$ cat src/hdl/sjfs_pkg.sv
// ----------------------------------------------------------------------------
// sjfs_pkg
// Types and constants shared by the shortest-job-first scheduler modules.
// ----------------------------------------------------------------------------
`default_nettype none

package sjfs_pkg;

  localparam int unsigned ID_W   = 8;
  localparam int unsigned ARR_W  = 16;
  localparam int unsigned BST_W  = 16;
  localparam int unsigned TIME_W = 22;
  localparam logic [TIME_W-1:0] TIME_MAX = '1;

  // one process record as it arrives
  typedef struct packed {
    logic [ID_W-1:0]  proc_id;
    logic [ARR_W-1:0] arrival_time;
    logic [BST_W-1:0] burst_len;
    logic             last;
  } in_word_t;

  // one scheduled slot
  typedef struct packed {
    logic [ID_W-1:0]   sched_id;
    logic [TIME_W-1:0] start_time;
    logic [TIME_W-1:0] finish_time;
    logic              last_out;
  } out_word_t;

  // back end sequencer
  typedef enum logic [1:0] {
    ST_IDLE,
    ST_SCAN,
    ST_PICK,
    ST_EMIT
  } back_state_t;

endpackage

`default_nettype wire

$ cat src/hdl/sjfs_front.sv
// ----------------------------------------------------------------------------
// sjfs_front
// Takes process records, writes them to the record store in load order and
// hands a completed set (its record count) to the back end queue.
// ----------------------------------------------------------------------------
`default_nettype none

module sjfs_front
  import sjfs_pkg::*;
#(
  parameter int unsigned MAX_PROCS = 32
) (
  input  wire logic                                 clk,
  input  wire logic                                 rst,
  input  wire logic                                 in_valid,
  output logic                                      in_stall,
  input  wire in_word_t                             in_data,
  input  wire logic                                 busy,
  output logic                                      wr_en,
  output logic [$clog2(MAX_PROCS)-1:0]              wr_addr,
  output in_word_t                                  wr_rec,
  output logic                                      push,
  output logic [$clog2(MAX_PROCS+1)-1:0]            push_cnt
);

  localparam int unsigned ADDR_W = $clog2(MAX_PROCS);
  localparam int unsigned CNT_W  = $clog2(MAX_PROCS + 1);

  logic [CNT_W-1:0] cnt;
  logic [CNT_W-1:0] cnt_next;
  logic             accept;
  logic             room;

  // hold off new records while a set is queued or being scheduled
  assign in_stall = busy;
  assign accept   = in_valid && !in_stall;
  assign room     = cnt < CNT_W'(MAX_PROCS);

  // store write, records past capacity are dropped
  assign wr_en   = accept && room;
  assign wr_addr = cnt[ADDR_W-1:0];
  assign wr_rec  = in_data;

  assign cnt_next = room ? cnt + CNT_W'(1) : cnt;

  // a last-marked word closes the set, an empty set is dropped
  assign push     = accept && in_data.last && (cnt_next != '0);
  assign push_cnt = cnt_next;

  always_ff @(posedge clk) begin
    if (rst) begin
      cnt <= '0;
    end else if (accept) begin
      cnt <= in_data.last ? '0 : cnt_next;
    end
  end

endmodule

`default_nettype wire

$ cat src/hdl/sjfs_queue.sv
// ----------------------------------------------------------------------------
// sjfs_queue
// Two-entry queue of set descriptors between the front and back ends.
// ----------------------------------------------------------------------------
`default_nettype none

module sjfs_queue #(
  parameter int unsigned W = 6
) (
  input  wire logic         clk,
  input  wire logic         rst,
  input  wire logic         push,
  input  wire logic [W-1:0] push_data,
  input  wire logic         pop,
  output logic              valid,
  output logic [W-1:0]      data
);

  logic [W-1:0] slot [2];
  logic         wptr;
  logic         rptr;
  logic [1:0]   fill;
  logic         do_push;
  logic         do_pop;

  assign do_push = push && (fill != 2'd2);
  assign do_pop  = pop && (fill != 2'd0);
  assign valid   = fill != 2'd0;
  assign data    = slot[rptr];

  // entry storage
  always_ff @(posedge clk) begin
    if (do_push) begin
      slot[wptr] <= push_data;
    end
  end

  // pointers and fill level
  always_ff @(posedge clk) begin
    if (rst) begin
      wptr <= 1'b0;
      rptr <= 1'b0;
      fill <= 2'd0;
    end else begin
      if (do_push) begin
        wptr <= ~wptr;
      end
      if (do_pop) begin
        rptr <= ~rptr;
      end
      case ({do_push, do_pop})
        2'b10:   fill <= fill + 2'd1;
        2'b01:   fill <= fill - 2'd1;
        default: fill <= fill;
      endcase
    end
  end

endmodule

`default_nettype wire

$ cat src/hdl/sjfs_back.sv
// ----------------------------------------------------------------------------
// sjfs_back
// Record store and pick sequencer: for each slot it scans all stored records,
// keeps the least (burst, arrival, id) among those arrived and not yet run,
// and writes the slot to the output register.
// ----------------------------------------------------------------------------
`default_nettype none

module sjfs_back
  import sjfs_pkg::*;
#(
  parameter int unsigned MAX_PROCS = 32
) (
  input  wire logic                                 clk,
  input  wire logic                                 rst,
  input  wire logic                                 wr_en,
  input  wire logic [$clog2(MAX_PROCS)-1:0]         wr_addr,
  input  wire in_word_t                             wr_rec,
  input  wire logic                                 q_valid,
  input  wire logic [$clog2(MAX_PROCS+1)-1:0]       q_cnt,
  output logic                                      q_pop,
  output logic                                      out_valid,
  input  wire logic                                 out_stall,
  output out_word_t                                 out_data
);

  localparam int unsigned ADDR_W = $clog2(MAX_PROCS);
  localparam int unsigned CNT_W  = $clog2(MAX_PROCS + 1);

  // record store
  logic [ID_W-1:0]  mem_id    [MAX_PROCS];
  logic [ARR_W-1:0] mem_arr   [MAX_PROCS];
  logic [BST_W-1:0] mem_burst [MAX_PROCS];

  logic [MAX_PROCS-1:0] done;

  back_state_t state;
  back_state_t state_next;

  logic [CNT_W-1:0]  n;
  logic [CNT_W-1:0]  emitted;
  logic [CNT_W-1:0]  issue_cnt;
  logic [TIME_W-1:0] cur_time;

  // read stage
  logic              rd_vld;
  logic              rd_done;
  logic [ADDR_W-1:0] rd_idx;
  logic [ID_W-1:0]   rd_id;
  logic [ARR_W-1:0]  rd_arr;
  logic [BST_W-1:0]  rd_burst;

  // running best and least pending arrival
  logic              best_vld;
  logic [ADDR_W-1:0] best_idx;
  logic [ID_W-1:0]   best_id;
  logic [ARR_W-1:0]  best_arr;
  logic [BST_W-1:0]  best_burst;
  logic [ARR_W-1:0]  min_arr;

  logic              issue;
  logic              scan_end;
  logic              elig;
  logic              better;
  logic              load_set;
  logic              restart;
  logic              gap_jump;
  logic              emit_fire;
  logic              last_slot;
  logic [TIME_W:0]   fin_sum;
  logic [TIME_W-1:0] fin;

  assign issue    = (state == ST_SCAN) && (issue_cnt != n);
  assign scan_end = (state == ST_SCAN) && (issue_cnt == n) && !rd_vld;
  assign elig     = rd_vld && !rd_done && ({{(TIME_W-ARR_W){1'b0}}, rd_arr} <= cur_time);
  assign better   = !best_vld ||
                    ({rd_burst, rd_arr, rd_id} < {best_burst, best_arr, best_id});

  // finish time saturates at the top of the time range
  assign fin_sum   = {1'b0, cur_time} + {{(TIME_W+1-BST_W){1'b0}}, best_burst};
  assign fin       = fin_sum[TIME_W] ? TIME_MAX : fin_sum[TIME_W-1:0];
  assign last_slot = (emitted + CNT_W'(1)) == n;

  // sequencer next state and strobes
  always_comb begin
    state_next = state;
    load_set   = 1'b0;
    restart    = 1'b0;
    gap_jump   = 1'b0;
    emit_fire  = 1'b0;
    q_pop      = 1'b0;
    unique case (state)
      ST_IDLE: begin
        if (q_valid) begin
          load_set   = 1'b1;
          restart    = 1'b1;
          state_next = ST_SCAN;
        end
      end
      ST_SCAN: begin
        if (scan_end) begin
          state_next = ST_PICK;
        end
      end
      ST_PICK: begin
        if (best_vld) begin
          state_next = ST_EMIT;
        end else begin
          // nothing has arrived yet: move the clock to the next arrival
          gap_jump   = 1'b1;
          restart    = 1'b1;
          state_next = ST_SCAN;
        end
      end
      ST_EMIT: begin
        if (!out_valid || !out_stall) begin
          emit_fire = 1'b1;
          if (last_slot) begin
            q_pop      = 1'b1;
            state_next = ST_IDLE;
          end else begin
            restart    = 1'b1;
            state_next = ST_SCAN;
          end
        end
      end
      default: state_next = ST_IDLE;
    endcase
  end

  always_ff @(posedge clk) begin
    if (rst) begin
      state <= ST_IDLE;
    end else begin
      state <= state_next;
    end
  end

  // store write from the front end
  always_ff @(posedge clk) begin
    if (wr_en) begin
      mem_id[wr_addr]    <= wr_rec.proc_id;
      mem_arr[wr_addr]   <= wr_rec.arrival_time;
      mem_burst[wr_addr] <= wr_rec.burst_len;
    end
  end

  // registered store read
  always_ff @(posedge clk) begin
    if (issue) begin
      rd_id    <= mem_id[issue_cnt[ADDR_W-1:0]];
      rd_arr   <= mem_arr[issue_cnt[ADDR_W-1:0]];
      rd_burst <= mem_burst[issue_cnt[ADDR_W-1:0]];
      rd_idx   <= issue_cnt[ADDR_W-1:0];
      rd_done  <= done[issue_cnt[ADDR_W-1:0]];
    end
  end

  // scan control, best tracking and clock
  always_ff @(posedge clk) begin
    if (rst) begin
      rd_vld    <= 1'b0;
      best_vld  <= 1'b0;
      issue_cnt <= '0;
      emitted   <= '0;
      n         <= '0;
      cur_time  <= '0;
      done      <= '0;
      min_arr   <= '1;
    end else begin
      rd_vld <= issue;
      if (issue) begin
        issue_cnt <= issue_cnt + CNT_W'(1);
      end
      if (elig && better) begin
        best_vld   <= 1'b1;
        best_idx   <= rd_idx;
        best_id    <= rd_id;
        best_arr   <= rd_arr;
        best_burst <= rd_burst;
      end
      if (rd_vld && !rd_done && (rd_arr < min_arr)) begin
        min_arr <= rd_arr;
      end
      if (load_set) begin
        n        <= q_cnt;
        emitted  <= '0;
        cur_time <= '0;
        done     <= '0;
      end
      if (gap_jump) begin
        cur_time <= {{(TIME_W-ARR_W){1'b0}}, min_arr};
      end
      if (emit_fire) begin
        done[best_idx] <= 1'b1;
        cur_time       <= fin;
        emitted        <= emitted + CNT_W'(1);
      end
      if (restart) begin
        issue_cnt <= '0;
        best_vld  <= 1'b0;
        min_arr   <= '1;
      end
    end
  end

  // output register
  always_ff @(posedge clk) begin
    if (rst) begin
      out_valid <= 1'b0;
    end else if (emit_fire) begin
      out_valid <= 1'b1;
    end else if (!out_stall) begin
      out_valid <= 1'b0;
    end
  end

  always_ff @(posedge clk) begin
    if (emit_fire) begin
      out_data.sched_id    <= best_id;
      out_data.start_time  <= cur_time;
      out_data.finish_time <= fin;
      out_data.last_out    <= last_slot;
    end
  end

  // a slot never reruns a record already scheduled
  a_pick_not_done: assert property (@(posedge clk) disable iff (rst)
    emit_fire |-> !done[best_idx])
    else $error("picked record already scheduled");

  // an idle gap only happens when every pending arrival lies ahead
  a_gap_ahead: assert property (@(posedge clk) disable iff (rst)
    gap_jump |-> ({{(TIME_W-ARR_W){1'b0}}, min_arr} > cur_time))
    else $error("clock jump without a later arrival");

  // the slot count stays below the set size while a set is active
  a_emit_bound: assert property (@(posedge clk) disable iff (rst)
    (state != ST_IDLE) |-> (emitted < n))
    else $error("slot count ran past set size");

  // a clock jump always restarts the scan from the first record
  a_gap_then_pick: assert property (@(posedge clk) disable iff (rst)
    (state == ST_PICK && !best_vld && gap_jump) |=> (state == ST_SCAN && issue_cnt == '0))
    else $error("rescan not started after clock jump");

endmodule

`default_nettype wire

$ cat src/hdl/sjf_nonpreemptive_scheduler_unit.sv
// ----------------------------------------------------------------------------
// sjf_nonpreemptive_scheduler_unit
// Non-preemptive shortest-job-first scheduler. Process records are loaded one
// word per cycle, while in_stall is low, until a last-marked word closes the
// set; records beyond MAX_PROCS are dropped. The set is then scheduled from
// the earliest arrival: each output word names the pending, arrived process
// with the least (burst, arrival, id), its start and its finish time
// (saturating at the top of the 22-bit range), and the final word of the set
// has last_out set. When nothing has arrived the clock jumps to the next
// arrival. Each output word costs one scan of the record store, one read per
// cycle, plus a pick and an emit step; a jump across an idle gap costs
// another scan (the first word of a set jumps too unless some record arrives
// at time zero), and an output stall holds the emit step.
// A new set is taken once the last word of the previous set has been produced.
// ----------------------------------------------------------------------------
`default_nettype none

module sjf_nonpreemptive_scheduler_unit
  import sjfs_pkg::*;
#(
  parameter int unsigned MAX_PROCS = 32
) (
  input  wire logic      clk,
  input  wire logic      rst,
  input  wire logic      in_valid,
  output logic           in_stall,
  input  wire in_word_t  in_data,
  output logic           out_valid,
  input  wire logic      out_stall,
  output out_word_t      out_data
);

  localparam int unsigned ADDR_W = $clog2(MAX_PROCS);
  localparam int unsigned CNT_W  = $clog2(MAX_PROCS + 1);

  logic              wr_en;
  logic [ADDR_W-1:0] wr_addr;
  in_word_t          wr_rec;
  logic              push;
  logic [CNT_W-1:0]  push_cnt;
  logic              q_valid;
  logic [CNT_W-1:0]  q_cnt;
  logic              q_pop;

  // record loading
  sjfs_front #(
    .MAX_PROCS (MAX_PROCS)
  ) u_front (
    .clk      (clk),
    .rst      (rst),
    .in_valid (in_valid),
    .in_stall (in_stall),
    .in_data  (in_data),
    .busy     (q_valid),
    .wr_en    (wr_en),
    .wr_addr  (wr_addr),
    .wr_rec   (wr_rec),
    .push     (push),
    .push_cnt (push_cnt)
  );

  // closed sets waiting for the scheduler
  sjfs_queue #(
    .W (CNT_W)
  ) u_queue (
    .clk       (clk),
    .rst       (rst),
    .push      (push),
    .push_data (push_cnt),
    .pop       (q_pop),
    .valid     (q_valid),
    .data      (q_cnt)
  );

  // store and pick sequencer
  sjfs_back #(
    .MAX_PROCS (MAX_PROCS)
  ) u_back (
    .clk       (clk),
    .rst       (rst),
    .wr_en     (wr_en),
    .wr_addr   (wr_addr),
    .wr_rec    (wr_rec),
    .q_valid   (q_valid),
    .q_cnt     (q_cnt),
    .q_pop     (q_pop),
    .out_valid (out_valid),
    .out_stall (out_stall),
    .out_data  (out_data)
  );

endmodule

`default_nettype wire

$ cat config.mk
export PLATFORM = sky130hd
export DESIGN_NAME = sjf_nonpreemptive_scheduler_unit
export DESIGN_NICKNAME = d
export VERILOG_FILES = /design/src/hdl/sjfs_pkg.sv /design/src/hdl/sjfs_front.sv /design/src/hdl/sjfs_queue.sv /design/src/hdl/sjfs_back.sv /design/src/hdl/sjf_nonpreemptive_scheduler_unit.sv
export SDC_FILE = /design/constraint.sdc
export NUM_CORES = 2
export LEC_CHECK = 0
export ABC_CLOCK_PERIOD_IN_PS = 12100
export BUFFER_PORTS_ARGS = -buffer_cell sky130_fd_sc_hd__buf_2
export CAP_MARGIN = 20
export CORE_MARGIN = 2
export CORE_UTILIZATION = 25
export DETAILED_ROUTE_END_ITERATION = 6
export SLEW_MARGIN = 20
export SYNTH_ARGS = -nofsm -noshare
export SYNTH_HDL_FRONTEND = slang
export SYNTH_SLANG_ARGS = --single-unit
$ cat constraint.sdc
create_clock -name clk -period 12.1 [get_ports clk]
set_input_delay 2.42 -clock clk [delete_from_list [all_inputs] [get_ports clk]]
set_output_delay 2.42 -clock clk [all_outputs]
set_load 0.01 [all_outputs]
# [After elaboration in Yosys (flattened, before gate mapping)]
# Memory sizes are Yosys's and may differ from the RTL's. A register that Yosys moved wholly into a read port is not among the register bits.
# Index checks and enable logic that the tools add are counted.
[word_totals] reg_bits=201 ram_bits=1292 inputBits=45 output_inout_bits=55 elab_cells=128 memories=4
[op_classes] n_addsub=6 n_lt_le_gt_ge=7 n_eq_ne=13 n_mux=40 bitwise_logic=4 reduce_logical=31
[mem_list] name="u_back.mem_arr" words=32 word_bits=16 rd=1 rd_clocked_by_memory_dff=1 write_ports=1 line_no="sjfs_back.sv:32" rtl="logic [ARR_W-1:0] mem_arr [MAX_PROCS];"
[mem_list] name="u_back.mem_burst" words=32 word_bits=16 rd=1 rd_clocked_by_memory_dff=1 write_ports=1 line_no="sjfs_back.sv:33" rtl="logic [BST_W-1:0] mem_burst [MAX_PROCS];"
[mem_list] name="u_back.mem_id" words=32 word_bits=8 rd=1 rd_clocked_by_memory_dff=1 write_ports=1 line_no="sjfs_back.sv:31" rtl="logic [ID_W-1:0] mem_id [MAX_PROCS];"
[mem_list] name="u_queue.slot" words=2 word_bits=6 rd=1 rd_clocked_by_memory_dff=1 write_ports=1 line_no="sjfs_queue.sv:19" rtl="logic [W-1:0] slot [2];"
[op_table] op="$mux W32" count=3
[op_table] op="$mux W22" count=4
[op_table] op="$lt A40 B40 Y1" count=1
[op_table] op="$or A32 B32 Y32" count=1
[op_table] op="$mux W6" count=4
[op_table] op="$add A22 B16 Y23" count=1
[op_table] op="$le A16 B22 Y1" count=1
[op_table] op="$mux W1" count=20
[op_table] op="$add A6 B1 Y6 const B" count=3
[op_table] op="$lt A16 B16 Y1" count=1
[op_table] op="$logic_and A1 B1 Y1" count=14
[op_table] op="$eq A6 B6 Y1" count=2
[op_table] op="$lt A5 B6 Y1 const B" count=2
[op_table] op="$mux W2" count=4
[op_table] op="$pmux W2 S4" count=1
[op_table] op="$eq A2 B2 Y1 const B" count=3
[op_table] op="$logic_not A1 Y1" count=6
[op_table] op="$lt A6 B6 Y1 const B" count=1
[op_table] op="$ne A2 B1 Y1 const B" count=3
[op_table] op="$ne A6 B6 Y1" count=1
[op_table] op="$reduce_bool A2 Y1" count=3
[op_table] op="$reduce_bool A6 Y1" count=1
[op_table] op="$bmux W1 S5" count=1
[op_table] op="$demux W1 S5" count=1
[op_table] op="14 further kinds" count=19

# [Logic depth before layout (Yosys ltp)]
[logic_depth] depth_word=8 ltp_mapped=10 ltp_nobuf=10

# [Modules after synthesis]
# From an unflattened synthesis, not the netlist that was laid out.
[hier_totals] hier_cells=3022 area_unflattened_um2=61395.1
[modules_own_cells] mod="sjfs_back" instances=1 cells_per_inst=2889 area_per_inst_um2=59991.3 seq_area_each_um2=44622.8
[modules_own_cells] mod="sjfs_front" instances=1 cells_per_inst=89 area_per_inst_um2=752.0 seq_area_each_um2=120.1
[modules_own_cells] mod="sjfs_queue" instances=1 cells_per_inst=44 area_per_inst_um2=651.9 seq_area_each_um2=460.4

# [Worst setup path before layout]
# No wires, ideal clock.
[synth_path] path_kind="input -> register" from="input rst" to="register u_back.best_arr[0], enable pin" setup_time_ns=0.576 arrival_ns=7.950 required_ns=11.524 setup_slack_ns=3.575 path_stages=5 path_buffers=1 path_cell_list="clkbuf_1 > a2111oi_0 > a221oi_1 > nand2_1 > nor4b_1"
[synth_via] elab_chain_len=2
[synth_lines] item="start, declared" line_no="sjf_nonpreemptive_scheduler_unit.sv:24" rtl="input wire logic rst,"
[synth_lines] item="$not A1 Y1 (no line)"
[synth_lines] item="$reduce_and A2 Y1 (no line)"
[synth_lines] item="end signal, assigned" line_no="sjfs_back.sv:179" rtl="best_arr <= rd_arr;"
[synth_lines] item="end, declared" line_no="sjfs_back.sv:57" rtl="logic [ARR_W-1:0] best_arr;"
# Every way passes these cells.
# A chain may end at the register's enable or synchronous reset.

# [Worst setup path after layout]
[layout_path] from="input in_valid" to="memory u_back.mem_arr[5][10], enable pin"
[layout_via] elab_chain_len=4
[layout_lines] item="start, declared" line_no="sjf_nonpreemptive_scheduler_unit.sv:25" rtl="input wire logic in_valid,"
[layout_lines] item="$logic_and A1 B1 Y1" line_no="sjfs_front.sv:36" rtl="assign accept = in_valid && !in_stall;"
[layout_lines] item="$logic_and A1 B1 Y1" line_no="sjfs_front.sv:40" rtl="assign wr_en = accept && room;"
[layout_lines] item="$mux W1" line_no="sjfs_back.sv:141" rtl="if (wr_en) begin"
[layout_lines] item="$mux W1 (implied by the code)" line_no="sjfs_back.sv:143" rtl="mem_arr[wr_addr] <= wr_rec.arrival_time;"
[layout_lines] item="end, declared" line_no="sjfs_back.sv:32"
# Every way passes these cells.

==> flow_metrics.py <==
metrics = {
    "placed_design": {
        "hpwl_mm": 81.2,
        "io_buffers": 99,
        "pre_cts_ws_ns": 6.67,
        "place_congestion": 0.810,
    },
    "critical_path": {
        "end_kind": "flip-flop",
        "cp_num_cells": 6,
        "critPathTopFamily": "simple AND/OR/NAND/NOR gates",
        "start_kind": "input port",
        "crit_chain": "buf_2, nand2_1, nor2_1, nand2_1, nor2_4, buf_4",
        "path_class": "in2reg",
        "cp_common_cell": "nand2_1",
        "rr_worst_depth": 5,
        "regToRegSetupSlack_ns": 8.04,
        "required_ns": 12.51,
        "cpPeakStageDelay_ns": 0.76,
        "critPathMaxFanout": 25,
        "critPathBufInv": 2,
        "cp_data_arrival_time_ns": 5.03,
        "slowest_stage": "nor2_4",
    },
    "timing": {
        "maxSlewViolCount": 0,
        "worst_pin_slew_ns": 1.05,
        "final_hold_viol_count": 0,
        "setup_viol": 0,
        "fin_setup_tns_ns": 0,
        "rsz0062_at_grt": "false",
        "period_needed_ns": 4.63,
        "setup_ws_ns": 7.47,
        "finClkSkew_ns": 0.0484,
        "min_period_over_period_pct": 38.2,
        "relSlewSlack_pct": 30.3,
        "fmax_mhz": 216,
    },
    "die": {
        "coreArea_um2": 243000,
        "die_area_um2": 248000,
        "initial_utilization_pct": 25.1,
        "num_io_pins": 100,
        "fp-row-count": 181,
        "die_w_um": 498,
        "die_h_um": 498,
    },
    "global_routing": {
        "grt_max_degree": 119,
        "first_global_vias": 29588,
        "grt_usage_pct": 11.3,
        "grt-ovfl-total": 0,
        "antenna_found_initial": 28,
        "grt_pass1_wl_mm": 208,
    },
    "worst_hold_path": {
        "worstHoldPathCells": 0,
        "min_path_type": "reg2reg",
    },
    "synthesis": {
        "synth_ff_type": "edfxtp_1",
        "synth-seq-area-share_pct": 74.1,
        "syn_area_um2": 60900,
        "syn_inst": 2956,
        "synth_edf_count": 1436,
        "synth_fp_nets": 3095,
        "syn_avg_cell_area_um2": 20.6,
        "synthArstFlopShare_pct": 0,
        "ys_types": 75,
        "yosys_warnings": 0,
        "ys_seq_elements": 1539,
    },
    "route": {
        "drt_iter0_drc": 2849,
        "drc_errors": 0,
        "viasPerCell": 4.58,
        "wl_per_cell_um": 22.3,
        "drt_pass1_iterations": 6,
        "drt-total-wl_mm": 144,
        "vias": 29514,
        "ant_nets": 0,
    },
    "final_layout": {
        "areaGrowthSynthToFinish_pct": 15.5,
        "layout-drive-gt1-share_pct": 26.8,
        "nets": 3264,
    },
    "power": {
        "pwr-share-comb_pct": 7.4,
        "seqPwrFrac_pct": 52.4,
        "intPower_mw": 8.81,
        "clockPowerShare_pct": 40.2,
        "power_density_nw_per_um2": 161,
        "finalPower_mw": 11.4,
        "vdd_ir_drop_max_mv": 0.152,
        "leakagePower_nw": 21.5,
        "switchingPower_mw": 2.55,
        "switching_share_pct": 22.4,
    },
    "cts": {
        "max-clock-path-buffers": 3,
        "htreeDepth": 4,
        "ctsHoldBuffers": 0,
        "clk_pin_slew_ns": 0.06,
        "cts-root-buf": "clkbuf_16",
        "postCtsSetupBuffers": 0,
        "post_cts_resized": 0,
        "cts.sinks": 1539,
        "clock_latency_ns": 0.80,
        "cts-buffers-inserted": 149,
        "cts_tree": "yes",
    },
    "run": {
        "maxCapViolations": 0,
    },
    "status": {
        "status": "complete, no violations",
    },
}
==> state kept, by name (all words and copies together) (netlist names), 8 cells and up <==
| register | count |
|---|---|
| u_back.rd_burst | 16 |
| u_back.rd_id | 8 |
| u_back.mem_id | 256 |
| u_back.rd_arr | 16 |
| u_queue.slot | 12 |
| u_back.min_arr | 16 |
| u_back.mem_burst | 512 |
| u_back.cur_time | 22 |
| u_back.best_id | 8 |
| u_back.done | 32 |
| u_back.mem_arr | 512 |
| u_back.out_data | 53 |
| u_back.best_burst | 16 |
| u_back.best_arr | 16 |
==> cells by family after synthesis <==
group | count (synthesis) | synth area share, %
simple gates | 333 | 2.61
fa+ha+maj | 94 | 1.94
mux | 478 | 16.4
xor+xnor | 36 | 0.517
compound gates | 246 | 2.78
buf+inv | 230 | 1.64
flops | 1539 | 74.1
==> through the flow <==
step | cells | hold slack, ns | area, um^2 | utilization [%]
detailed placement | 6175 | 0.407 | 65500 | 27.0
global route | 6443 | 0.424 | 70300 | 29.0
CTS | 6441 | 0.421 | 70300 | 29.0
finish | 6447 | 0.423 | 70400 | 29.0
global placement | 6175 | 0.402 | 65500 | 27.0
floorplan | 2956 | 0.400 | 60900 | -
==> cells in the final DEF (no fill, tap or decap), drive strengths merged, types with 5 or more instances in the layout <==
cell type  count
edfxtp      1436
mux4         410
clkbuf       191
buf          158
nor2         124
dfxtp        103
inv           98
ha            93
nand2         73
a21oi         55
clkinv        54
a22oi         50
mux2          44
o21ai         34
mux2i         24
nand3         22
xnor2         21
a21o          21
nand4         18
a211oi        16
xor2          15
nor3          14
and3          12
nand2b        11
o2bb2ai        9
bufinv         9
o211ai         8
or3            8
and2           7
nor2b          7
or2            7
nand3b         7
nor4           7
a31oi          6
a221oi         6
nor3b          6
diode          5
==> worst reg2reg max path: stages (launching register included) <==
cell	delay, ns
dfxtp_4	0.65
buf_4	0.79
buf_4	0.75
mux4_2	0.74
mux4_2	0.49
mux2_2	0.37
==> path summary, 6_finish.rpt <==
check,start,to
worst min register to register,u_back.rd_idx[4],u_back.best_idx[4]
worst max register to register,u_back.issue_cnt[0],u_back.rd_arr[2]
worst max-delay path,in_valid,u_back.mem_arr[5][10]
worst min-delay path,u_back.rd_idx[4],u_back.best_idx[4]
==> power groups by stage <==
stage	registers (mW)	logic, mW	clock network [mW]
final	5.95	0.836	4.57
after global routing	5.96	0.914	4.88
after CTS	5.95	0.847	4.67
after detailed placement	6.07	0.845	0
after global placement	6.07	0.836	0
after floorplan	6.04	0.595	0
==> layer usage <==
metal  wire length [um]  up-vias  global-route usage, %
met5                 46        -                      0
met4               2510        8                   2.70
met3              11600      187                   2.94
met2              65500     1050                   17.4
met1              64000    15685                   16.0
li1                   -    12584                      -
==> final cells by class <==
class | count | area, um^2
multi-input combinational | 1187 | 15000
tap | 3202 | 4010
fill | 23614 | 172000
clock buffer | 191 | 3970
timing repair buffer | 158 | 967
inverter | 90 | 338
sequential | 1539 | 45200
clock inverter | 75 | 813
antenna | 5 | 12.5
==> synthesized netlist by cell type (11+ instances only) <==
| cell | instances | area, um^2 |
|---|---|---|
| edfxtp_1 | 1436 | 43100 |
| mux4_2 | 410 | 9230 |
| nor2_1 | 124 | 465 |
| dfxtp_1 | 103 | 2060 |
| ha_1 | 93 | 1160 |
| inv_1 | 88 | 330 |
| clkbuf_1 | 80 | 300 |
| nand2_1 | 73 | 274 |
| a21oi_1 | 55 | 275 |
| a22oi_1 | 50 | 375 |
| mux2_2 | 41 | 462 |
| buf_4 | 26 | 195 |
| mux2i_1 | 24 | 240 |
| nand3_1 | 22 | 110 |
| a21o_1 | 21 | 158 |
| xnor2_1 | 21 | 184 |
| buf_1 | 18 | 67.6 |
| nand4_1 | 18 | 113 |
| o21ai_0 | 17 | 85.1 |
| o21ai_1 | 17 | 85.1 |
| a211oi_1 | 16 | 120 |
| xor2_1 | 15 | 131 |
| nor3_1 | 14 | 70.1 |
| buf_2 | 13 | 65.1 |
| and3_1 | 12 | 75.1 |
| nand2b_1 | 11 | 68.8 |
Note: power is estimated with default switching activity, not from simulation.
